<file path="config.mk">
export PLATFORM = sky130hd
export DESIGN_NAME = sdq_ctrl
export DESIGN_NICKNAME = d
export VERILOG_FILES = /design/src/sdq_pkg.sv /design/src/sdq_ctrl.sv
export SDC_FILE = /design/constraint.sdc
export NUM_CORES = 1
export LEC_CHECK = 0
export BUFFER_PORTS_ARGS = -buffer_cell sky130_fd_sc_hd__buf_2
export CAP_MARGIN = 15
export CORE_ASPECT_RATIO = 1.75
export CORE_MARGIN = 2
export CORE_UTILIZATION = 49
export CTS_BUF_LIST = sky130_fd_sc_hd__clkbuf_4 sky130_fd_sc_hd__clkbuf_8 sky130_fd_sc_hd__clkbuf_16
export CTS_CLUSTER_SIZE = 25
export DETAILED_ROUTE_END_ITERATION = 8
export GPL_ROUTABILITY_DRIVEN = 0
export PLACE_DENSITY = 0.7
export SLEW_MARGIN = 20
export SYNTH_ARGS = -nofsm -noshare
export SYNTH_HDL_FRONTEND = slang
export SYNTH_SLANG_ARGS = --single-unit
</file>
<file path="constraint.sdc">
create_clock -name clock -period 3.2 [get_ports clock]
set_input_delay 0.48 -clock clock [delete_from_list [all_inputs] [get_ports clock]]
set_output_delay 0.48 -clock clock [all_outputs]
set_load 0.05 [all_outputs]
</file>
<file path="src/sdq_pkg.sv">
// Shared types and constants for the sorted deadline queue.
package sdq_pkg;

   localparam int IdW       = 6;
   localparam int NumIds    = 64;
   localparam int TimeoutW  = 32;
   localparam int DeadlineW = 64;
   localparam int CountW    = 7;

   localparam logic OP_ADD    = 1'b0;
   localparam logic OP_REMOVE = 1'b1;

   typedef enum logic [1:0] {
      ST_IDLE,
      ST_EXEC,
      ST_COMPACT,
      ST_RESPOND
   } state_type;

   typedef struct packed {
      logic                 valid;
      logic [IdW-1:0]       id;
      logic [DeadlineW-1:0] deadline;
   } entry_type;

   typedef struct packed {
      logic                 insert;
      logic                 remove;
      logic                 compact;
      logic [IdW-1:0]       id;
      logic [DeadlineW-1:0] deadline;
   } cell_cmd_type;

   typedef struct packed {
      logic              valid;
      logic              error;
      logic [CountW-1:0] count;
   } rsp_ctl_type;

endpackage

</file>
<file path="src/sdq_ctrl.sv">
// Sequencer for the sorted deadline queue: request capture, queued flags, count.
module sdq_ctrl #(
   parameter int MAX_THREADS = 64
) (
   input  logic                           clock,
   input  logic                           reset,
   input  logic                           start,
   output logic                           busy,
   input  logic                           req_opcode,
   input  logic [sdq_pkg::IdW-1:0]        req_thread_id,
   input  logic [sdq_pkg::TimeoutW-1:0]   req_timeout_ms,
   input  logic [sdq_pkg::DeadlineW-1:0]  req_current_time,
   output sdq_pkg::cell_cmd_type          cmd,
   output sdq_pkg::rsp_ctl_type           rsp_ctl
);

   localparam int CntW = $clog2(MAX_THREADS);

   sdq_pkg::state_type state_ff;
   sdq_pkg::state_type state_in;

   logic                          op_ff;
   logic [sdq_pkg::IdW-1:0]       id_ff;
   logic [sdq_pkg::DeadlineW-1:0] deadline_ff;
   logic                          error_ff;
   logic                          error_in;
   logic [sdq_pkg::NumIds-1:0]    queued_ff;
   logic [sdq_pkg::CountW-1:0]    count_ff;
   logic [CntW-1:0]               sweep_ff;
   logic                          accept;
   logic                          do_add;
   logic                          do_remove;

   assign accept    = start && (state_ff == sdq_pkg::ST_IDLE);
   assign do_add    = (state_ff == sdq_pkg::ST_EXEC) && !error_ff
                      && (op_ff == sdq_pkg::OP_ADD);
   assign do_remove = (state_ff == sdq_pkg::ST_EXEC) && !error_ff
                      && (op_ff == sdq_pkg::OP_REMOVE);

   always_comb begin
      if (32'(req_thread_id) >= 32'(MAX_THREADS)) begin
         error_in = 1'b1;
      end else if (req_opcode == sdq_pkg::OP_ADD) begin
         error_in = queued_ff[req_thread_id];
      end else begin
         error_in = !queued_ff[req_thread_id];
      end
   end

   always_ff @(posedge clock) begin
      if (reset) begin
         state_ff <= sdq_pkg::ST_IDLE;
      end else begin
         state_ff <= state_in;
      end
   end

   always_comb begin
      state_in        = state_ff;
      busy            = (state_ff != sdq_pkg::ST_IDLE);
      cmd.insert      = do_add;
      cmd.remove      = do_remove;
      cmd.compact     = (state_ff == sdq_pkg::ST_COMPACT);
      cmd.id          = id_ff;
      cmd.deadline    = deadline_ff;
      rsp_ctl.valid   = (state_ff == sdq_pkg::ST_RESPOND);
      rsp_ctl.error   = error_ff;
      rsp_ctl.count   = count_ff;
      unique case (state_ff)
         sdq_pkg::ST_IDLE: begin
            if (start) begin
               state_in = sdq_pkg::ST_EXEC;
            end
         end
         sdq_pkg::ST_EXEC: begin
            state_in = do_remove ? sdq_pkg::ST_COMPACT : sdq_pkg::ST_RESPOND;
         end
         sdq_pkg::ST_COMPACT: begin
            if (sweep_ff == '0) begin
               state_in = sdq_pkg::ST_RESPOND;
            end
         end
         sdq_pkg::ST_RESPOND: begin
            state_in = sdq_pkg::ST_IDLE;
         end
         default: begin
            state_in = sdq_pkg::ST_IDLE;
         end
      endcase
   end

   always_ff @(posedge clock) begin
      if (accept) begin
         op_ff       <= req_opcode;
         id_ff       <= req_thread_id;
         deadline_ff <= req_current_time + sdq_pkg::DeadlineW'(req_timeout_ms);
         error_ff    <= error_in;
      end
   end

   always_ff @(posedge clock) begin
      if (state_ff == sdq_pkg::ST_EXEC) begin
         sweep_ff <= CntW'(MAX_THREADS - 1);
      end else if (state_ff == sdq_pkg::ST_COMPACT) begin
         sweep_ff <= sweep_ff - 1'b1;
      end
   end

   always_ff @(posedge clock) begin
      if (reset) begin
         queued_ff <= '0;
         count_ff  <= '0;
      end else if (do_add) begin
         queued_ff[id_ff] <= 1'b1;
         count_ff         <= count_ff + 1'b1;
      end else if (do_remove) begin
         queued_ff[id_ff] <= 1'b0;
         count_ff         <= count_ff - 1'b1;
      end
   end

endmodule

</file>
# Word level (Yosys, flattened, before mapping)
# Cells that the tools add are included.
# op_classes
add_sub_neg	4
multipliers	0
div_mod_pow	0
n_lt_le_gt_ge	3
n_eq_ne	5
shifts	0
muxes	13
n_bitwise	4
reduce_logical	12
# op_table
cell	n
$mux 64	2
$add 64x32->64	1
$and 64x64->64	1
$not 64->64	1
$or 64x64->64	1
$lt 6x7->1 const B	2
$mux 7	2
$pmux 2 s4	1
$add 7x1->7 const B	1
$sub 7x1->7 const B	1
$bmux 1 s6	1
$demux 1 s6	1
$ge 6x1->1 const B	1
$logic_not 6->1	1
$sub 6x1->6 const B	1
$logic_and 1x1->1	5
$eq 2x2->1 const B	2
$mux 1	4
$mux 2	2
$reduce_bool 2->1	2
$eq 2x1->1 const B	1
$logic_not 1->1	2
$logic_not 2->1	1
$ne 2x1->1 const B	1
3 further kinds	3
# word_totals
register_bits	151
latchBits	0
ram_bits	0
mem_bits_ro	0
in_bits	106
word_cells	49
mem_count	0

# Depth between registers and ports, before layout
# Gate-level depths: netlist of run 1.
# depth
depth_word	8
depth_mapped	15
depth_no_buf	14

# Worst setup path after synthesis of run 1
# OpenSTA, ideal clock, no wires.
# synth_timing
path_kind	reg-to-reg
startpoint	register state_ff[1]
endpoint	register count_ff[6] (netlist bit)
setup_time_ns	0.070
arrival_ns	2.855
slack_ns	0.274
path_stages_with_launch	16
n_path_buf	1
period_less_slack_ns	2.926
cell_sequence	dfxtp_1 -> inv_1 -> ha_1 -> nand2b_1 -> clkbuf_1 -> nor2_1 -> inv_1 -> ha_1 -> nor2b_1 -> o21ai_0 -> a21oi_1 -> o21ai_0 -> nand2b_1 -> xnor2_1 -> or3_1 -> a21oi_1
# synth_via
elab_chain_len	4
word_cells_on_any_way	6
cone_classes	eq/ne: 1; mux: 1; reduce/logical: 4
# synth_rtl
item	line_no	text
from (decl)	sdq_ctrl.sv:19	sdq_pkg::state_type state_ff;
from (signal assigned)	sdq_ctrl.sv:52	state_ff <= sdq_pkg::ST_IDLE;
from (signal assigned)	sdq_ctrl.sv:54	state_ff <= state_in;
$eq 2x1->1 *	sdq_ctrl.sv:35	assign do_add = (state_ff == sdq_pkg::ST_EXEC) && !error_ff
$logic_and 1x1->1 *	sdq_ctrl.sv:35	
$logic_and 1x1->1 *	sdq_ctrl.sv:36	&& (op_ff == sdq_pkg::OP_ADD);
net do_add	sdq_ctrl.sv:31	logic do_add;
$mux 7 / $reduce_bool 2->1 (equally long branches)	n/a	
to (signal assigned)	sdq_ctrl.sv:115	count_ff <= count_ff + 1'b1;
to (signal assigned)	sdq_ctrl.sv:118	count_ff <= count_ff - 1'b1;
to (decl)	sdq_ctrl.sv:28	logic [sdq_pkg::CountW-1:0] count_ff;
# The timed path passes the listed nets; every way through them passes the cells marked *.
# A chain may end at the register's enable or synchronous reset.

# Worst setup path in the final report of run 1
# layout_timing
startpoint	register state_ff[1]
endpoint	register count_ff[6] (netlist bit)
# layout_via
elab_chain_len	4
word_cells_on_any_way	6
cone_classes	eq/ne: 1; mux: 1; reduce/logical: 4
# layout_rtl
item	line_no
$eq 2x1->1 *	sdq_ctrl.sv:35, sdq_ctrl.sv:37
$logic_and 1x1->1 *	sdq_ctrl.sv:35, sdq_ctrl.sv:37
$logic_and 1x1->1, on equally long branches	sdq_ctrl.sv:36, sdq_ctrl.sv:38
$mux 7 / $reduce_bool 2->1 (equally long branches)	n/a
# Every way passes the cells marked *; elsewhere a longest branch is shown, timed or not.

==> results.md, run 1 <==
* Final Routed Wirelength at 23,300 um
* Maximum fanout along the worst path at 9
* CTS root buffer: clkbuf_16
* Cells after synthesis at ~830
* Largest net degree at the start of global routing at 73
* Nets at between 1,000 and 1,500
* Sequential area share after synthesis at 0.439
* # diodes at 0
* First-pass GRT wire length at 36,200 um
* Worst EP arrival at 3.16 ns
* Chip width at about 100 um
* All-layer global routing usage at 0.252
* H-tree depth at 4
* CP Launch Type: flop
* Fin. Hold Viols at 0
* Mux cell area share after synthesis at 0.0589
* Syn_nets at just under 1,000
* Core Area at 17,000 sq um
* Psw at 2700 uW
* Leakage power at 0.00410 uW
* Register bit count reported by yosys at 151
* Post-synth EDFFs at 72
* Num CTS Buffers at 17
* Max Clock Skew at 0.00687 ns
* Fin crit share at 0.875
* Initial DRC Count at 329
* RSZ-0062 raised after global routing: false
* CP startpoint: state_ff[1]$_SDFFE_PP0P_
* Yosys warns at 0
* Post-DP HPWL at 17,400 um
* Post-synthesis simple-gate area fraction at 0.136
* Synthesized area per cell at just over 10 sq um
* Hold path start: req_opcode
* Status: finished clean
* Tmin final at 2.80 ns
* Detail Route Antenna Nets at 0
* Power, Total at 6810 uW
* Cell taking the most area after synthesis: edfxtp_1
* Vias in the first global route at between 7,000 and 8,000
* PnR worst setup slack at approximately 0.40 ns
* Top cells by area, synth: edfxtp_1, dfxtp_1, a21oi_1
* DR vias at roughly 7,300
* Worst skew pair latency at 0.42 ns
* Library cells used by synthesis at 66
* Post-synth top area share at 0.253
* Share of cells above drive strength 1 at 0.292
* Setup repair bufs after CTS at 0
* Area delta synth->final at 21.8%
* Worst VDD drop at 0.000579 V
* TritonCTS clock tree: yes
* DR DRC count at 0
* Complex-gate fraction of the synthesized area at 0.187
* Drt pass-1 iters at 5
* Main combinational cell family by area after synthesis: compound AO/OA/AOI/OAI gates
* Achievable Freq at 357 MHz
* Async set or reset register ratio after synthesis at 0
* R2r startpoint: state_ff[1]$_SDFFE_PP0P_
* PortBufs at approximately 190
* Vias per Instance at ~5.8
* Synth Area in Adders at 0.0692
* Clock share of power at 0.267
* Internal power at 4110 uW
* Clk buf depth at 2
* CP endpoint kind: flop
* Most used DFF post-synth: dfxtp_1
* Cell Area, Synth at 8530 sq um
* Cts hold-fix bufs at 0
* Commonest cells post-synth: a21oi_1, dfxtp_1, edfxtp_1
* Post_cts resized at 0
* Setup tns final at 0 ns
* Crit path kind: flop to flop
* Finish-stage setup viols at 0
* Total Die Area at 18,500 sq um
* Chip height at 179 um
* Residual overflow from global routing at 0
* Final Max Slew Viols at 0
* Slew margin rel. at 0.314
* Path type of the worst min-delay path: input pin to flop
* Count leader, synth: a21oi_1
* Max-Cap Viols at 0
* Initial antenna violation count at 0
* IO Count at 189
* Sw Ratio at 0.397
* TritonCTS sink count at 151
* PwrDens at 655 nW/um^2
* Routed WL per cell at 18.5 um
* Xor/xnor cell area share of the yosys netlist at 0.0718
* Site row count at 63
* Worst slew pin tran at 1.03 ns
* Clock transition at path regs at 0.06 ns
* Part of the power in combinational logic at 0.363
* Sequential group share of total power at 0.370
* Initial core utilization at 0.501
* Dpl ws at 0.111 ns
* Worst Path Required at 3.56 ns
==> cells by family after synthesis <==
| kind of cell | Yosys count |
|---|---|
| AND/OR/NAND/NOR | 212 |
| AO/OA/AOI/OAI | 246 |
| XOR/XNOR | 70 |
| adder cells (fa/ha/maj) | 46 |
| multiplexers | 24 |
| flip-flops | 151 |
| buffers and inverters | 77 |
==> stage by stage <==
step | area (sq um) | instances | hold slack [ns] | util
after floorplan | 8530 | 826 | 0.448 | -
after global placement | 9860 | 1228 | 0.457 | 0.579
after detailed placement | 9860 | 1228 | 0.466 | 0.579
after CTS | 10400 | 1259 | 0.255 | 0.610
after global routing | 10400 | 1259 | 0.262 | 0.610
final | 10400 | 1259 | 0.278 | 0.610
==> worst max-delay path, cell delays in order (launching register included) <==
cell,delay (ns)
dfxtp_1,0.35
inv_1,0.11
ha_1,0.30
nand2b_1,0.11
nor2_1,0.15
inv_1,0.08
ha_1,0.31
nor2b_1,0.15
o21ai_0,0.22
a21oi_1,0.12
o21ai_0,0.16
nand2b_1,0.09
xnor2_1,0.13
or3_1,0.32
a21oi_1,0.13
==> worst paths after layout <==
| check | endpoint | depth (start not counted) | slack, ns |
|---|---|---|---|
| worst min register to register | flop | 2 | 0.48 |
| worst max-delay path | count_ff[6]$_SDFFE_PP0P_ | 14 | 0.40 |
| worst min-delay path | op_ff$_DFFE_PP_ | 1 | 0.28 |
| worst max register to register | count_ff[6]$_SDFFE_PP0P_ | 14 | 0.40 |
==> power by group through the flow <==
stage               Sequential (uW)  Combinational, uW  Clock (uW)
finish                         2520               2470        1820
global route                   2550               2640        1930
CTS                            2520               2480        1860
detailed placement             2560               2470           0
global placement               2550               2450           0
floorplan                      3320               1050           0
==> cell usage in the layout (no fill, tap or decap), types with 15 or more instances in the layout <==
cell,count
nand3_1,22
dfxtp_1,79
a21oi_1,114
nor2_1,30
buf_2,188
ha_1,44
xnor2_1,42
buf_4,36
clkbuf_16,17
and3_1,15
edfxtp_1,72
inv_1,25
a311oi_1,56
nand2_1,51
o21ai_0,28
nor3_1,15
nand4_1,15
mux4_2,21
xor2_1,28
==> layout make-up <==
cell class                 count  area, sq um
sequential                   151         3740
clock inverter                 9         52.6
inverter                      25         93.8
fill                        1486         6630
tap                          227          284
clock buffer                  22          475
timing repair buffer         227         1270
multi-input combinational    598         4470
==> metal layers <==
layer,vias to the layer above,global-route usage,share of wire
met5,-,0,0
met4,0,0.131,0.043
met3,60,0.0596,0.056
met2,270,0.482,0.55
met1,3419,0.251,0.35
li1,3531,-,-
(Power assumes the default switching activity.)
==> inputs of run 2 (changes only) <==
Settings changed: CORE_UTILIZATION 49 to 45, PLACE_DENSITY 0.7 to 0.65.
==> run 2 against run 1 <==
  * Final cell count is 1.7% higher
  * Critical path depth is 3 lower
  * Clock-buffer cell count is 1 lower
  * Register-to-register slack better by 0.14 ns
  * Clock power is 13% higher
  * Critical path type is now input pin to flop
  * Critical endpoint is now deadline_ff[61]$_DFFE_PP_
==> results.md, run 2 (synthesis gave the netlist of run 1 again) <==
* Routed WL per cell at 18.4 um (-0.38%)
* Met2 Usage GRT at 0.446 (-0.0360)
* Setup tns final at 0 ns (unchanged)
* PortBufs at 188 (unchanged)
* Worst Path Required at 3.37 ns (-0.19 ns)
* Vias per Instance at 5.68 (-1.8%)
* R2r startpoint: state_ff[1]$_SDFFE_PP0P_
* Power, Total at 7070 uW (+3.9%)
* Worst skew pair latency at 0.43 ns (about the same)
* TritonCTS sink count at 151 (unchanged)
* Nets at 1,178 (+0.51%)
* Tmin final at 2.69 ns (-0.112 ns)
* Detail Route Antenna Nets at 0 (unchanged)
* Setup repair bufs after CTS at 0 (unchanged)
* H-tree depth at 4 (unchanged)
* Buffers and inverters on the worst path at 2 (unchanged)
* Fin. Hold Viols at 0 (unchanged)
* Maximum fanout along the worst path at 10 (+1)
* Final Routed Wirelength at 23,600 um (+1.3%)
* Initial core utilization at 0.459 (-0.0419)
* Area delta synth->final at 23.7%
* Crit-path cells: buf_2, ha_1, a21o_1, nand4_1, a31oi_1, o21ai_1, a211o_1, a311o_1, buf_12, nor4b_4, xnor2_1
* Largest net degree at the start of global routing at 59 (-19%)
* Chip height at 186 um (+4.3%)
* Max-Cap Viols at 0 (unchanged)
* Cts hold-fix bufs at 0 (unchanged)
* CTS root buffer: clkbuf_16
* Share of cells above drive strength 1 at 0.296 (+0.00477)
* Leakage power at 0.00417 uW (+1.7%)
* Worst VDD drop at 0.000382 V (-34%)
* Worst EP arrival at 2.86 ns (-0.30 ns)
* Crit path kind: input pin to flop
* Clock transition at path regs at 0.06 ns (about the same)
* Most common cell after layout, fill and taps aside: buf_2
* Slowest stage cell on the critical path: a211o_1
* Total Die Area at 20,100 sq um (+8.6%)
* Hold Slack at 0.263 ns (-0.0152 ns)
* Final Max Slew Viols at 0 (unchanged)
* Initial DRC Count at 293 (-11%)
* PwrDens at 670 nW/um^2 (+2.3%)
* Core Area at 18,600 sq um (+9.1%)
* CP delay by family, top: compound AO/OA/AOI/OAI gates
* Site row count at 66 (+4.8%)
* IO Count at 189 (unchanged)
* RSZ-0062 raised after global routing: false
* Status: finished clean
* Drt pass-1 iters at 5 (unchanged)
* TritonCTS clock tree: yes
* DR DRC count at 0 (unchanged)
* First-pass GRT wire length at 36,400 um (+0.69%)
* Worst slew pin tran at 0.967 ns (-0.0622 ns)
* Number of fillers in the final layout at 1,669 (+12%)
* Clk buf depth at 2 (unchanged)
* CP startpoint: req_timeout_ms[1]
* Slew margin rel. at 0.353 (+0.0391)
* Residual overflow from global routing at 0 (unchanged)
* Gr busiest metal: met2
* Max Clock Skew at 0.00929 ns (+0.00241 ns)
* Finish-stage setup viols at 0 (unchanged)
* Post_cts resized at 0 (unchanged)
* CP endpoint kind: flop
* DR vias at 7,270 (-0.14%)
* CP Launch Type: input pin
* Post-DP HPWL at 17,800 um (+2.1%)
* Commonest non-fill, non-tap cells in the layout: buf_2, a21oi_1, dfxtp_1, edfxtp_1, a311oi_1
* Met1 Use GR at 0.233 (-0.0182)
* GR Util met3 at 0.0627 (+0.00316)
* Initial antenna violation count at 1 (+1)
* Vias in the first global route at 7,330 (+2.9%)
* Hold path start: req_thread_id[5]
* Path type of the worst min-delay path: input pin to flop
* All-layer global routing usage at 0.236 (-0.0153)
* Fin crit share at 0.840 (-0.0350)
* Num CTS Buffers at 17 (unchanged)
* Slowest cell delay on critical path at 0.38 ns (+0.03 ns)
* Chip width at 108 um (+4.2%)
* Achievable Freq at 372 MHz (+4.2%)
run 2: changes by cell type in the layout (fill, tap and decap cells not counted):
cell,before,now
diode_2,0,3
inv_8,0,1
clkinv_2,6,1
inv_4,1,3
clkbuf_4,3,0
clkinv_4,1,5
clkinvlp_4,1,0
bufinv_16,0,1
clkbuf_16,17,19
buf_4,36,41
buf_12,3,4
run 2: layout make-up:
class | count | area [sq um] | area share
Antenna cell | 3 | 7.51 | 0.000711
Clock buffer | 21 | 503 | 0.0477
Clock inverter | 11 | 109 | 0.0103
Inverter | 25 | 93.8 | 0.00889
Multi-Input combinational cell | 598 | 4470 | 0.424
Sequential cell | 151 | 3740 | 0.355
Tap cell | 238 | 298 | 0.0282
Timing Repair Buffer | 233 | 1330 | 0.126
run 2: worst paths after layout:
path	end	slack [ns]	cells after the start
min	id_ff[5]$_DFFE_PP_	0.26	1
max reg2reg	count_ff[6]$_SDFFE_PP0P_	0.54	14
max	deadline_ff[61]$_DFFE_PP_	0.51	11
min reg2reg	flop	0.47	2
run 2: layer usage:
layer	share of wire	vias to the layer above
met5	0	-
met4	0.041	0
met3	0.060	54
met2	0.55	257
met1	0.35	3410
li1	-	3549
run 2: metrics by stage:
step | util | area [sq um] | setup slack [ns] | instances
2_1_floorplan | - | 8530 | 0.274 | 826
3_3_place_gp | 0.535 | 9940 | 0.134 | 1245
3_5_place_dp | 0.535 | 9940 | 0.0865 | 1245
4_1_cts | 0.568 | 10500 | 0.519 | 1277
5_1_grt | 0.568 | 10600 | 0.322 | 1278
6_report | 0.568 | 10600 | 0.513 | 1280
run 2: report_power, final:
group          internal (uW)  switching (uW)  total [uW]  leakage, uW
Clock                   1220             833        2050     0.000307
Sequential              2380             135        2520      0.00132
Combinational            697            1810        2500      0.00254
Total                   4300            2770        7070      0.00417
