$ cat config.mk
export PLATFORM = sky130hd
export DESIGN_NAME = sdq_cell
export DESIGN_NICKNAME = d
export VERILOG_FILES = /design/src/sdq_pkg.sv /design/src/sdq_cell.sv
export SDC_FILE = /design/constraint.sdc
export NUM_CORES = 1
export LEC_CHECK = 0
export ABC_AREA = 1
export ABC_CLOCK_PERIOD_IN_PS = 1800
export BUFFER_PORTS_ARGS = -buffer_cell sky130_fd_sc_hd__buf_4
export CAP_MARGIN = 20
export CORE_MARGIN = 1.5
export CORE_UTILIZATION = 35
export CTS_BUF_LIST = sky130_fd_sc_hd__clkbuf_2
export DETAILED_ROUTE_END_ITERATION = 16
export PLACE_DENSITY = 0.64
export SYNTH_ARGS = -nofsm -noshare
export SYNTH_HDL_FRONTEND = slang
export SYNTH_SLANG_ARGS = --single-unit
$ cat constraint.sdc
create_clock -name clock -period 1.8 [get_ports clock]
set_input_delay 0.18 -clock clock [delete_from_list [all_inputs] [get_ports clock]]
set_output_delay 0.18 -clock clock [all_outputs]
set_load 0.01 [all_outputs]
$ cat src/sdq_pkg.sv
// Shared types and constants for the sorted deadline queue.
package sdq_pkg;

   localparam int IdW       = 6;
   localparam int NumIds    = 64;
   localparam int TimeoutW  = 32;
   localparam int DeadlineW = 64;
   localparam int CountW    = 7;

   localparam logic OP_ADD    = 1'b0;
   localparam logic OP_REMOVE = 1'b1;

   typedef enum logic [1:0] {
      ST_IDLE,
      ST_EXEC,
      ST_COMPACT,
      ST_RESPOND
   } state_type;

   typedef struct packed {
      logic                 valid;
      logic [IdW-1:0]       id;
      logic [DeadlineW-1:0] deadline;
   } entry_type;

   typedef struct packed {
      logic                 insert;
      logic                 remove;
      logic                 compact;
      logic [IdW-1:0]       id;
      logic [DeadlineW-1:0] deadline;
   } cell_cmd_type;

   typedef struct packed {
      logic              valid;
      logic              error;
      logic [CountW-1:0] count;
   } rsp_ctl_type;

endpackage

$ cat src/sdq_cell.sv
// One cell of the sorted chain: holds one queued entry and trades with its neighbors.
module sdq_cell (
   input  logic                 clock,
   input  logic                 reset,
   input  sdq_pkg::cell_cmd_type cmd,
   input  sdq_pkg::entry_type   left_entry,
   input  logic                 left_ge,
   input  sdq_pkg::entry_type   right_entry,
   output sdq_pkg::entry_type   entry,
   output logic                 ge
);

   logic                          valid_ff;
   logic                          valid_in;
   logic [sdq_pkg::IdW-1:0]       id_ff;
   logic [sdq_pkg::IdW-1:0]       id_in;
   logic [sdq_pkg::DeadlineW-1:0] deadline_ff;
   logic [sdq_pkg::DeadlineW-1:0] deadline_in;

   assign entry.valid    = valid_ff;
   assign entry.id       = id_ff;
   assign entry.deadline = deadline_ff;
   assign ge             = !valid_ff || (deadline_ff >= cmd.deadline);

   always_comb begin
      valid_in    = valid_ff;
      id_in       = id_ff;
      deadline_in = deadline_ff;
      if (cmd.insert) begin
         if (left_ge) begin
            valid_in    = left_entry.valid;
            id_in       = left_entry.id;
            deadline_in = left_entry.deadline;
         end else if (ge) begin
            valid_in    = 1'b1;
            id_in       = cmd.id;
            deadline_in = cmd.deadline;
         end
      end
      if (cmd.remove && valid_ff && (id_ff == cmd.id)) begin
         valid_in = 1'b0;
      end
      if (cmd.compact) begin
         if (!valid_ff && right_entry.valid) begin
            valid_in    = 1'b1;
            id_in       = right_entry.id;
            deadline_in = right_entry.deadline;
         end else if (valid_ff && !left_entry.valid) begin
            valid_in = 1'b0;
         end
      end
   end

   always_ff @(posedge clock) begin
      if (reset) begin
         valid_ff <= 1'b0;
      end else begin
         valid_ff <= valid_in;
      end
   end

   always_ff @(posedge clock) begin
      id_ff       <= id_in;
      deadline_ff <= deadline_in;
   end

endmodule

# --- Word-level counts from Yosys, hierarchy flattened ---
# Index checks and enable logic that the tools add are counted.
totals:
  mem_count: 0
  latch_bits: 0
  word_cells: 29
  in_bits: 218
  mem_bits_rw: 0
  mem_bits_ro: 0
  ff_bits: 71
  out_inout_bits: 72
op_classes:
  bitwise_logic: 0
  mux: 17
  div_mod_pow: 0
  add_sub_neg: 0
  shift: 0
  order_cmp: 1
  eq_ne: 1
  reduce_logical: 7
  mul: 0
op_table:
  columns: ["op", "count"]
  rows:
  - ["two-way mux 64 bit", 5]
  - [">= comparator 64 bit", 1]
  - ["two-way mux 6 bit", 5]
  - ["two-way mux 1 bit", 7]
  - ["equality test 6 bit", 1]
  - ["logical AND 1 bit", 4]
  - ["logical NOT 1 bit", 2]
  - ["logical OR 1 bit", 1]

# --- Logic depth before layout (Yosys ltp) ---
# Gate-level depths: netlist of run 1.
depth:
  depth_word: 9
  depth_mapped: 20
  mapped_depth_nobuf: 19

# --- Least setup slack after synthesis of run 1 ---
# No wires, ideal clock.
synth_timing:
  path_type: "register to register"
  startpoint: "reg deadline_ff[11] (netlist bit)"
  endpoint: "reg deadline_ff[10] (netlist bit)"
  setup_ps: 70
  setup_slack_ps: -152
  t_required_ps: 1730
  arrival_time_ps: 1882
  path_stages_with_launch: 18
  cell_sequence: "dfxtp_1 > ha_1 > nand2_1 > inv_1 > nand2_1 > nand2_1 > nand2_1 > nand2_1 > nor2_1 > nand2_1 > nand2_1 > nand2_1 > nand2_2 > clkbuf_1 > nand3_1 > nand3_1 > nand2_1 > a21oi_1"
synth_between:
  elab_chain_cells: 7
synth_rtl:
  columns: ["item", "line", "rtl"]
  rows:
  - ["start, declared", "sdq_cell.sv:17", "logic [sdq_pkg::DeadlineW-1:0] deadline_ff;"]
  - ["start signal, assigned", "sdq_cell.sv:64", "deadline_ff <= deadline_in;"]
  - [">= comparator 64 bit (*)", "sdq_cell.sv:23", "assign ge = !valid_ff || (deadline_ff >= cmd.deadline);"]
  - ["logical OR 1 bit (*)", "sdq_cell.sv:23", null]
  - ["two-way mux 64 bit (*)", "sdq_cell.sv:34", "end else if (ge) begin"]
  - ["two-way mux 64 bit (*)", "sdq_cell.sv:30", "if (left_ge) begin"]
  - ["two-way mux 64 bit (*)", "sdq_cell.sv:29", "if (cmd.insert) begin"]
  - ["two-way mux 64 bit", "sdq_cell.sv:44", "if (!valid_ff && right_entry.valid) begin"]
  - ["two-way mux 64 bit (*)", "sdq_cell.sv:43", "if (cmd.compact) begin"]
  - ["named net deadline_in, one bit", "sdq_cell.sv:18", "logic [sdq_pkg::DeadlineW-1:0] deadline_in;"]
# Mark *: on every way through the listed nets, which the timed path passes. The rest lies on a longest branch.
# A chain may end at the register's enable or synchronous reset.

# --- Final worst setup path of run 1 ---
layout_timing:
  startpoint: "reg deadline_ff[63] (netlist bit)"
  endpoint: "reg deadline_ff[41] (netlist bit)"
# Same word-level chain as after synthesis.

==> impl_results.md, run 1 <==
* Most frequent cells in the layout: buf_4 (378), nor2_1 (230), dlygate4sd3_1 (213), nand2_1 (150), a21oi_1 (111)
* Slew Viols, Final at 0
* Global-route wire length before repair at 46.1 mm
* Layout Nets at 1944
* Depth of the worst register-to-register path at 20
* Leakage at 6.47 nW
* Drt first-iter violations at 532
* Initial antenna violation count at 0
* CP arrival at 3.17 ns
* Sw Pwr at 2.87 mW
* Post-synthesis instance total at 1084
* Area growth syn-to-layout at 108%
* Via count at 9831
* Placed cells at 1638
* Fin util at 73.8%
* Clock Latency Late Sink at 0.61 ns
* DRC viols at 0
* HP Start: cmd[34]
* Clock power frac at 11.5%
* Sequential area share after synthesis at 22.4%
* Pin count of the biggest net entering global routing at 101
* Post-DR wirelength/cell at 16.9 µm
* Root buf cell: clkbuf_2
* Rows at 49
* Peak supply drop at 0.335 mV
* Slew margin rel. at 66.0%
* Final Worst Setup Slack at -0.832 ns
* Sequential share of power at 28.2%
* Slew @ Worst Pin at 0.510 ns
* P_int at 4.35 mW
* Port-buffer cells at 289
* Worst Hold Class: in -> reg
* TritonRoute pass-1 iters at 5
* Avg Cell Area, Syn at 5.85 µm²
* Drt total wl at 32.1 mm
* Clock Skew at 0.0433 ns
* Clk slew on worst S/H paths at 0.24 ns
* Sw frac at 39.8%
* Critical Path RT at 2.33 ns
* WS Path Type: reg -> reg
* Via density at 5.19
* H-tree level count at 3
* Total CTS buffers at 9
* Period utilization at 146%
* YS warnings at 0
* Violated checks: setup timing
* #FFs+latches synth at 71
* Status: finished with violations
* Post-Synthesis Cell Area at 6340 µm²
* Filler Cells Inserted at 1291
* Die Height at 138 µm
* Total core area at 17800 µm²
* Tmin final at 2.63 ns
* RePlAce Congestion at 0.878
* Post-DP HPWL at 17.5 mm
* Crit-path max FO at 8
* F_max at 380 MHz
* Hold path endpoint: deadline_ff[34]
* Setup-failing EPs final at 71
* Initial Util at 35.5%
* Commonest non-fill, non-tap cell in the layout: buf_4
* Worst r2r dst: deadline_ff[41]
* Antenna-violating nets left at 0
* Hold depth at 6
* CTS tree: done
* Crit. End Element: flop
* Finished Layout Cells at 1896
* Total GRT Usage at 31.1%
* Die ar. at 18900 µm²
* Clk sink count at 71
* Maximum clock path buffer count at 2
* Place WS at -0.536 ns
* Hold Fails Final Rpt at 0
* Distinct cells, synth at 28
* Io pins at 290
* Layout cell share with drive strength beyond 1 at 39.6%
* Power Density at 549 nW/µm²
* Worst r2r src: deadline_ff[63]
* Number of max-cap violations at 0
* CP Launch Type: flop
* GRT overflow at 0
* Gate power share at 60.3%
* RSZ-0062 raised after global routing: true
* Syn Nets at 1366
* Worst R2R Setup Slack at -0.83 ns
* DIE WIDTH at 138 µm
* Vias in the first global route at 9513
[cells by family after synthesis]
kind of cell | after synthesis | share of synthesized area, %
flops | 71 | 22.4
fa+ha+maj | 64 | 12.6
compound gates | 182 | 14.7
buf+inv | 156 | 10.3
simple gates | 611 | 40.0
[layer usage]
metal | global-route usage, % | share of wire [%]
met1 | 35.9 | 39
met2 | 54.6 | 50
met3 | 6.44 | 7.2
met4 | 14.6 | 3.7
met5 | 0 | 0
[through the flow]
stage	total power [mW]	hold slack (ns)	setup TNS, ns	instance area (µm²)
after global routing	7.68	0.0414	-57.75	13200
after CTS	6.73	0.0181	-43.10	12400
after detailed placement	5.16	0.345	-34.25	9450
after global placement	5.13	0.343	-33.98	9450
final	7.22	0.0708	-49.23	13200
after floorplan	3.56	0.249	-4.55	6400
[state kept, by name, indices dropped and copies added, names as in the netlist]
signal and count:
valid_ff 1, deadline_ff 64, id_ff 6
[power groups by stage]
stage | Sequential (mW) | Clock, mW | Combinational [mW]
floorplan | 2.21 | 0 | 1.35
global placement | 2.01 | 0 | 3.11
detailed placement | 2.02 | 0 | 3.14
CTS | 2.01 | 0.848 | 3.87
global route | 2.07 | 0.909 | 4.71
finish | 2.04 | 0.831 | 4.36
[how the worst max path moves through the flow]
stage                                 end  slack, ns  cells after the start             from
after floorplan           deadline_ff[11]      -0.08                     13  deadline_ff[53]
after global placement    deadline_ff[49]      -0.51                     19          cmd[63]
after detailed placement  deadline_ff[45]      -0.54                     19          cmd[63]
after CTS                              ge      -0.83                     14  deadline_ff[63]
after global routing                   ge      -0.93                     13  deadline_ff[42]
final                     deadline_ff[41]      -0.83                     20  deadline_ff[63]
[worst max-delay path, stage by stage, from the launching register on]
cell and delay [ns]:
dfxtp_2 0.39, ha_4 0.27, nand2_2 0.05, inv_2 0.08, nand3_4 0.07, buf_6 0.13
nor2_4 0.07, nor3b_2 0.17, nand2_1 0.08, nand2_2 0.08, nor2_4 0.05, buf_12 0.12
nand2_8 0.07, buf_4 0.10, buf_6 0.11, buf_12 0.14, buf_12 0.16, nand2_2 0.07
nand3_2 0.09, nand2_2 0.08, a21oi_2 0.18
[cell usage after synthesis]
cell type / instances / area share, %
nand2_1: 217 / 13
o22ai_1: 1 / 0.099
clkbuf_1: 49 / 2.9
nor2_1: 236 / 14
buf_4: 1 / 0.12
ha_1: 64 / 13
nor3_2: 1 / 0.16
buf_1: 1 / 0.059
nor3b_2: 2 / 0.39
o2111ai_1: 1 / 0.14
nor3_1: 2 / 0.16
clkinv_1: 2 / 0.12
o21ai_0: 9 / 0.71
inv_1: 87 / 5.2
nand2_2: 1 / 0.099
nand2_4: 1 / 0.18
nand3_1: 144 / 11
a21oi_1: 165 / 13
a211oi_1: 2 / 0.24
nand4_1: 5 / 0.49
nor2_4: 1 / 0.18
buf_2: 8 / 0.63
buf_6: 7 / 1.2
or2_2: 1 / 0.099
o21a_1: 2 / 0.24
inv_2: 1 / 0.059
a21o_1: 2 / 0.24
dfxtp_1: 71 / 22
[cell type report]
cell class / instances / area, µm² / area share [%]
Antenna cell: 1 / 2.50 / 0.0190
Clock buffer: 12 / 60.1 / 0.456
Clock inverter: 3 / 12.5 / 0.0950
Inverter: 90 / 343 / 2.60
Multi-Input combinational cell: 857 / 5220 / 39.6
Sequential cell: 71 / 1460 / 11.1
Tap cell: 229 / 287 / 2.18
Timing Repair Buffer: 633 / 5780 / 43.9
[repair_timing]
item                                    4_1_cts  5_1_grt
hold buffers                                213        0
gates cloned                                  8        3
endpoints found under the setup margin       71       71
resized for setup                            72      187
buffers inserted                             16        4
pin swaps                                    18       67
hold endpoints to repair                     71        0
Power figures use the tool's default switching activity.
==> inputs of run 2 (changes only) <==
Settings changed: CELL_PAD_IN_SITES_DETAIL_PLACEMENT set to 0, CELL_PAD_IN_SITES_GLOBAL_PLACEMENT set to 1, CORE_UTILIZATION 35 to 29, PLACE_DENSITY 0.64 to 0.79.
==> run 2 against run 1 <==
Effect of this change: the run still ends with setup timing left; clock-buffer cell count shrank 3; critical endpoint is now deadline_ff[27]; via count shrank 3.5%; global-route usage shrank 5.0 points; routed wire length shrank 2.6%; utilization shrank 11 points; non-clock buffer count grew 1; sequential power is essentially flat; worst setup slack gained 0.032 ns.
==> impl_results.md, run 2 (synthesized netlist as in run 1, its figures left out) <==
* Die Height at 151 µm (+9.6%)
* Global-route wire length before repair at 46.5 mm (+0.93%)
* H-tree level count at 3 (unchanged)
* RSZ-0062 raised after global routing: true
* Place WS at -0.483 ns (+0.0533 ns)
* Period utilization at 144% (-1.8 points)
* Drt total wl at 31.3 mm (-2.6%)
* Die ar. at 22700 µm² (+20%)
* Rows at 53 (+8.2%)
* Violated checks: setup timing
* Via count at 9489 (-3.5%)
* Hold Fails Final Rpt at 0 (unchanged)
* Crit-path max FO at 6 (-2)
* Tmin final at 2.60 ns (-0.0324 ns)
* Layout cell share with drive strength beyond 1 at 38.3% (-1.2 points)
* Power Density at 548 nW/µm² (-0.21%)
* Clk slew on worst S/H paths at 0.25 ns (about the same)
* Cell mode on critical path: nand2_1
* Clk sink count at 71 (unchanged)
* Post-DR wirelength/cell at 16.1 µm (-5.1%)
* Slowest stage delay, CP at 0.38 ns (about the same)
* DRC viols at 0 (unchanged)
* F_max at 385 MHz (+1.2%)
* Drt first-iter violations at 461 (-13%)
* Pin count of the biggest net entering global routing at 61 (-40%)
* Post-DP HPWL at 19.1 mm (+9.1%)
* Status: finished with violations
* Slew @ Worst Pin at 0.444 ns (-0.0666 ns)
* CP Cell Sequence: ha_1, nand2_1, nand2_1, nand2_1, nand2_1, nand2_1, nand2_1, nand2_1, nand2_2, nand2_1, nand2_2, nand2_8, nand2_8, buf_4, buf_6, buf_12, buf_4, buf_6, buf_16, nand2_1, nand3_1, nand2_1, a21oi_1
* Root buf cell: clkbuf_2
* Delay-heaviest family, CP: simple AND/OR/NAND/NOR gates
* Total core area at 21200 µm² (+19%)
* Maximum clock path buffer count at 2 (unchanged)
* CP arrival at 3.08 ns (-0.09 ns)
* Area growth syn-to-layout at 110%
* CP Launch Type: flop
* Critical Path RT at 2.28 ns (-0.05 ns)
* Vias in the first global route at 9518 (+0.053%)
* Port-buffer cells at 289 (unchanged)
* Peak supply drop at 0.310 mV (-7.4%)
* Worst Hold Class: in -> reg
* Total GRT Usage at 26.1% (-5.0 points)
* Critical-path top delay cell: dfxtp_2
* Number of max-cap violations at 0 (unchanged)
* Slew Viols, Final at 0 (unchanged)
* Layout Nets at 1945 (+0.051%)
* Clock Skew at 0.0413 ns (-0.00202 ns)
* WS Path Type: reg -> reg
* GRT busiest layer: met2
* Clock Latency Late Sink at 0.60 ns (about the same)
* Commonest non-fill, non-tap cell in the layout: buf_4
* Most frequent cells in the layout: buf_4 (378), nor2_1 (231), dlygate4sd3_1 (211), nand2_1 (157), a21oi_1 (125)
* Grt met1 use at 30.6% (-5.3 points)
* TNS Setup at -48.05 ns (+1.18 ns)
* Leakage at 6.52 nW (+0.86%)
* Crit. End Element: flop
* Total CTS buffers at 9 (unchanged)
* Max reg flops at 64 (unchanged)
* Io pins at 290 (unchanged)
* Initial Util at 29.9% (-5.7 points)
* GRT overflow at 0 (unchanged)
* Slew margin rel. at 70.4% (+4.4 points)
* Met2 GRT Util at 47.2% (-7.4 points)
* Antenna-violating nets left at 0 (unchanged)
* Met3 GRT Util at 4.70% (-1.7 points)
* Biggest regs: deadline_ff x64, id_ff x6, valid_ff x1
* Buf/Inv on CP at 6 (-1)
* Setup-failing EPs final at 71 (unchanged)
* DIE WIDTH at 151 µm (+9.6%)
* CTS tree: done
* Initial antenna violation count at 2 (+2)
* Final Worst Setup Slack at -0.800 ns (+0.0324 ns)
* RePlAce Congestion at 0.866 (-1.4%)
* Biggest register: deadline_ff
* Via density at 4.88 (-6.0%)
* TritonRoute pass-1 iters at 5 (unchanged)
## run 2: repair_timing
| action | CTS | global route |
|---|---|---|
| resized for setup | 91 | 152 |
| gates cloned | 14 | 0 |
| hold endpoints to repair | 71 | 0 |
| hold buffers | 211 | 0 |
| buffers inserted | 18 | 2 |
| pin swaps | 27 | 60 |
| endpoints found under the setup margin | 71 | 71 |
## run 2: worst paths after layout
kind / startpoint / to / slack, ns / cells past startpoint
hold reg to reg: id_ff[4] / id_ff[4] / 0.60 / 2
setup / recovery: deadline_ff[1] / deadline_ff[27] / -0.80 / 23
setup reg to reg: deadline_ff[1] / deadline_ff[27] / -0.80 / 23
hold / removal: cmd[34] / deadline_ff[34] / 0.03 / 6
## run 2: stage by stage
| stage | utilization (%) | hold slack (ns) | instance area, µm² | power, mW | cells |
|---|---|---|---|---|---|
| after global placement | 45.1 | 0.339 | 9570 | 5.17 | 1685 |
| after detailed placement | 45.1 | 0.343 | 9570 | 5.19 | 1685 |
| after floorplan | - | 0.249 | 6400 | 3.56 | 1084 |
| final | 62.6 | 0.0318 | 13300 | 7.27 | 1946 |
| after CTS | 59.7 | 0.00975 | 12700 | 6.96 | 1944 |
| after global routing | 62.6 | 0.0216 | 13300 | 7.77 | 1946 |
## run 2: layout make-up
class                           count  area [µm²]
Antenna cell                        3        7.51
Clock buffer                        9        45.0
Clock inverter                      7        63.8
Fill cell                        1883        7940
Inverter                           90         343
Multi-Input combinational cell    857        5110
Sequential cell                    71        1460
Tap cell                          275         344
Timing Repair Buffer              634        5910
## run 2: worst reg2reg max path, stage by stage, from the launching register on
cell and delay [ns]:
dfxtp_2 0.38, ha_1 0.28, nand2_1 0.07, nand2_1 0.07, nand2_1 0.08, nand2_1 0.05
nand2_1 0.07, nand2_1 0.06, nand2_1 0.07, nand2_2 0.06, nand2_1 0.08, nand2_2 0.09
nand2_8 0.10, nand2_8 0.05, buf_4 0.13, buf_6 0.11, buf_12 0.13, buf_4 0.13
buf_6 0.11, buf_16 0.12, nand2_1 0.05, nand3_1 0.07, nand2_1 0.07, a21oi_1 0.06
## run 2: layer usage
metal	vias up	share of wire, %
met2	348	49
met1	4382	42
met4	0	2.5
met5	-	0
met3	56	6.3
li1	4703	-
## run 2: report_power, final
| group | leakage, nW | total [mW] | switching [mW] | internal, mW |
|---|---|---|---|---|
| Sequential | 0.599 | 2.02 | 0.178 | 1.84 |
| Clock | 0.0651 | 1.02 | 0.709 | 0.307 |
| Combinational | 5.86 | 4.24 | 1.95 | 2.29 |
==> inputs of run 3 (changes only) <==
Settings changed: ABC_AREA 1 to not set, CORE_UTILIZATION 29 to 32, PLACE_DENSITY 0.79 to 0.78.
==> run 3 against run 2 <==
Effect of this change: die area increased by 9.3%; the run still ends with setup timing left; critical endpoint is now ge; combinational power up 14%; register-to-register slack worse by 0.31 ns; sequential share of layout area decreased by 0.55 points; via count rose by 4.1%; sequential power increased by 4%; clock skew shrank 0.0022 ns; cell count down 0.51%.
==> impl_results.md, run 3 <==
* Crit. End Element: primary output
* Sw frac at 39.3% (+0.39 points)
* CTS tree: done
* Placed inst area at 11400 µm² (+19%)
* Number of max-cap violations at 0 (unchanged)
* Layout cell share with drive strength beyond 1 at 40.4% (+2.1 points)
* Via count at 9882 (+4.1%)
* YS warnings at 0 (unchanged)
* GRT overflow at 0 (unchanged)
* Post-DR wirelength/cell at 16.5 µm (+2.5%)
* Distinct cells, synth at 40 (+43%)
* Clock Latency Late Sink at 0.57 ns (-0.03 ns)
* Global-route wire length before repair at 48.4 mm (+4.0%)
* Setup-failing EPs final at 71 (unchanged)
* Post-synthesis instance total at 1101 (+1.6%)
* Avg Cell Area, Syn at 6.95 µm² (+19%)
* Ranking of synthesized cells by instance count: a21oi_1 (232), nand2b_1 (140), or3_1 (140)
* TritonRoute pass-1 iters at 5 (unchanged)
* Initial Util at 32.6% (+2.7 points)
* Violated checks: setup timing
* P_int at 4.90 mW (+10%)
* Io pins at 290 (unchanged)
* RePlAce Congestion at 0.824 (-4.9%)
* Most numerous cell in the Yosys netlist: a21oi_1
* Clock power frac at 14.0% (about the same)
* Ranking of synthesized cells by area: dfxtp_1 (19%), a21oi_1 (15%), nand2b_1 (11%)
* Peak supply drop at 0.358 mV (+16%)
* Clk slew on worst S/H paths at 0.23 ns (-0.02 ns)
* Worst Hold Class: in -> reg
* Most frequent cells in the layout: buf_4 (413), a21oi_1 (170), nand2b_1 (140), or3_1 (140), dlygate4sd3_1 (130)
* Area share of the largest cell type after synthesis at 18.6% (-3.9 points)
* Gate power share at 60.0% (+1.8 points)
* DIE WIDTH at 158 µm (+4.5%)
* Clock Skew at 0.0390 ns (-0.00225 ns)
* Critical Path RT at 1.62 ns (-0.66 ns)
* Finished Layout Cells at 1936 (-0.51%)
* TNS Setup at -71.44 ns (-23.39 ns)
* Power Density at 584 nW/µm² (+6.7%)
* Vias in the first global route at 9577 (+0.62%)
* CP arrival at 2.83 ns (-0.25 ns)
* Pin count of the biggest net entering global routing at 56 (-8.2%)
* Sw Pwr at 3.18 mW (+12%)
* Root buf cell: clkbuf_2
* Place WS at -0.982 ns (-0.499 ns)
* Storage element area at 1440 µm² (-1.1%)
* Slew Viols, Final at 0 (unchanged)
* Sequential area share after synthesis at 18.6% (-3.9 points)
* Syn Nets at 1383 (+1.2%)
* Period utilization at 167% (+23 points)
* Post-DP HPWL at 21.6 mm (+14%)
* Crit-path max FO at 2 (-4)
* Largest area contributor in the synthesized netlist: dfxtp_1
* Area growth syn-to-layout at 80.6%
* Biggest register: deadline_ff
* Total core area at 23500 µm² (+11%)
* Die ar. at 24900 µm² (+9.3%)
* Clk sink count at 71 (unchanged)
* Maximum clock path buffer count at 2 (unchanged)
* Placed cells at 1760 (+4.5%)
* Post-Synthesis Cell Area at 7650 µm² (+21%)
* FFs w/ async S/R, synth at 0% (unchanged)
* Sequential share of power at 26.0% (-1.8 points)
* Tmin final at 3.01 ns (+0.412 ns)
* Initial antenna violation count at 2 (unchanged)
* Leakage at 6.02 nW (-7.8%)
* Drt total wl at 31.9 mm (+2.0%)
* Filler Cells Inserted at 2176 (+16%)
* Hold Fails Final Rpt at 0 (unchanged)
* DRC viols at 0 (unchanged)
* Total GRT Usage at 24.6% (-1.5 points)
* WS Path Type: reg -> out
* Layout Cell Area excl Fill at 13800 µm² (+4.1%)
* Area of the multi-input gates at 6420 µm² (+25%)
* F_max at 332 MHz (-14%)
* Slew margin rel. at 66.9% (-3.5 points)
* Post-synth EDFFs at 0 (unchanged)
* Final Worst Setup Slack at -1.21 ns (-0.412 ns)
* Layout Nets at 1892 (-2.7%)
* Biggest regs: deadline_ff x64, id_ff x6, valid_ff x1
* Rows at 56 (+5.7%)
* RSZ-0062 raised after global routing: true
* Top FF cell, synth: dfxtp_1
* Antenna-violating nets left at 0 (unchanged)
* Die Height at 158 µm (+4.5%)
* H-tree level count at 3 (unchanged)
* Total CTS buffers at 9 (unchanged)
* Slew @ Worst Pin at 0.494 ns (+0.0500 ns)
* CP Launch Type: flop
* Drt first-iter violations at 443 (-3.9%)
* Commonest non-fill, non-tap cell in the layout: buf_4
* Port-buffer cells at 289 (unchanged)
* Status: finished with violations
* #FFs+latches synth at 71 (unchanged)
* Max reg flops at 64 (unchanged)
* Via density at 5.10 (+4.7%)
[run 3: cell count changes after synthesis, moves of 20 or more]
cell	before	now
nor2_1	236	74
nand2b_1	0	140
or3_1	0	140
nor3_2	1	70
nand2_1	217	16
a21oi_1	165	232
nand3_1	144	5
inv_1	87	67
nor3_1	2	73
[run 3: what timing repair did]
action                                 4_1_cts  5_1_grt
hold buffers                               129        1
setup buffers                               15       12
resized for setup                           27      112
setup endpoints to repair                   71       71
endpoints found under the hold margin       71        1
pin swaps                                    5       17
cloned                                       3        4
[run 3: final cells by class]
cell class	count	share of cell area, %
Antenna cell	2	0.0362
Tap cell	319	2.89
Clock inverter	7	0.624
Inverter	67	1.82
Sequential cell	71	10.4
Timing Repair Buffer	583	37.5
Clock buffer	9	0.326
Multi-Input combinational cell	878	46.4
[run 3: power by group through the flow]
stage | clock network (mW) | logic (mW) | registers [mW]
finish | 1.13 | 4.84 | 2.10
global route | 1.23 | 5.29 | 2.14
CTS | 1.18 | 4.62 | 2.10
detailed placement | 0 | 4.31 | 2.13
global placement | 0 | 4.28 | 2.12
floorplan | 0 | 1.94 | 2.34
[run 3: layer usage]
layer	part of all wire, %	wire length, µm	vias up	track usage [%]
li1	-	-	4901	-
met1	43	13700	4633	30.5
met2	49	15700	308	44.0
met3	6.0	1920	40	3.78
met4	1.6	524	0	6.51
met5	0	0	-	0
[run 3: cell families (layout without fill, tap and decap cells)]
family                     after synthesis  count (layout)  share of synthesized area, %
buffers and inverters                  152             666                          8.47
xor gates and xnor gates                 6               6                         0.687
DFF                                     71              71                          18.6
adders and majority gates               64              64                          10.5
AOI/OAI and AO/OA                      264             264                          17.9
other                                    0               2                             0
and+or+nand+nor                        544             544                          43.9
[run 3: path summary, 6_finish.rpt]
kind	start	end	slack (ns)	depth (start not counted)
worst min register to register	deadline_ff[21]	deadline_ff[21]	0.72	4
worst max register to register	deadline_ff[57]	deadline_ff[55]	-1.11	12
worst max-delay path	deadline_ff[57]	ge	-1.21	9
worst min-delay path	left_entry[50]	deadline_ff[50]	0.06	4
[run 3: critical path, stage by stage, from the launching register on]
cell     delay (ns)
dfxtp_4        0.40
ha_4           0.26
nand4_1        0.14
or4_4          0.60
nor4_4         0.26
and3_4         0.27
o21ai_4        0.07
buf_12         0.14
nand2_4        0.05
buf_6          0.09
[run 3: per-stage QoR]
stage,total power [mW],util (%),hold slack [ns]
floorplan,4.28,-,0.249
global placement,6.40,48.6,0.335
detailed placement,6.44,48.6,0.341
CTS,7.89,55.9,0.000240
global route,8.66,58.9,0.0126
finish,8.08,58.9,0.0625
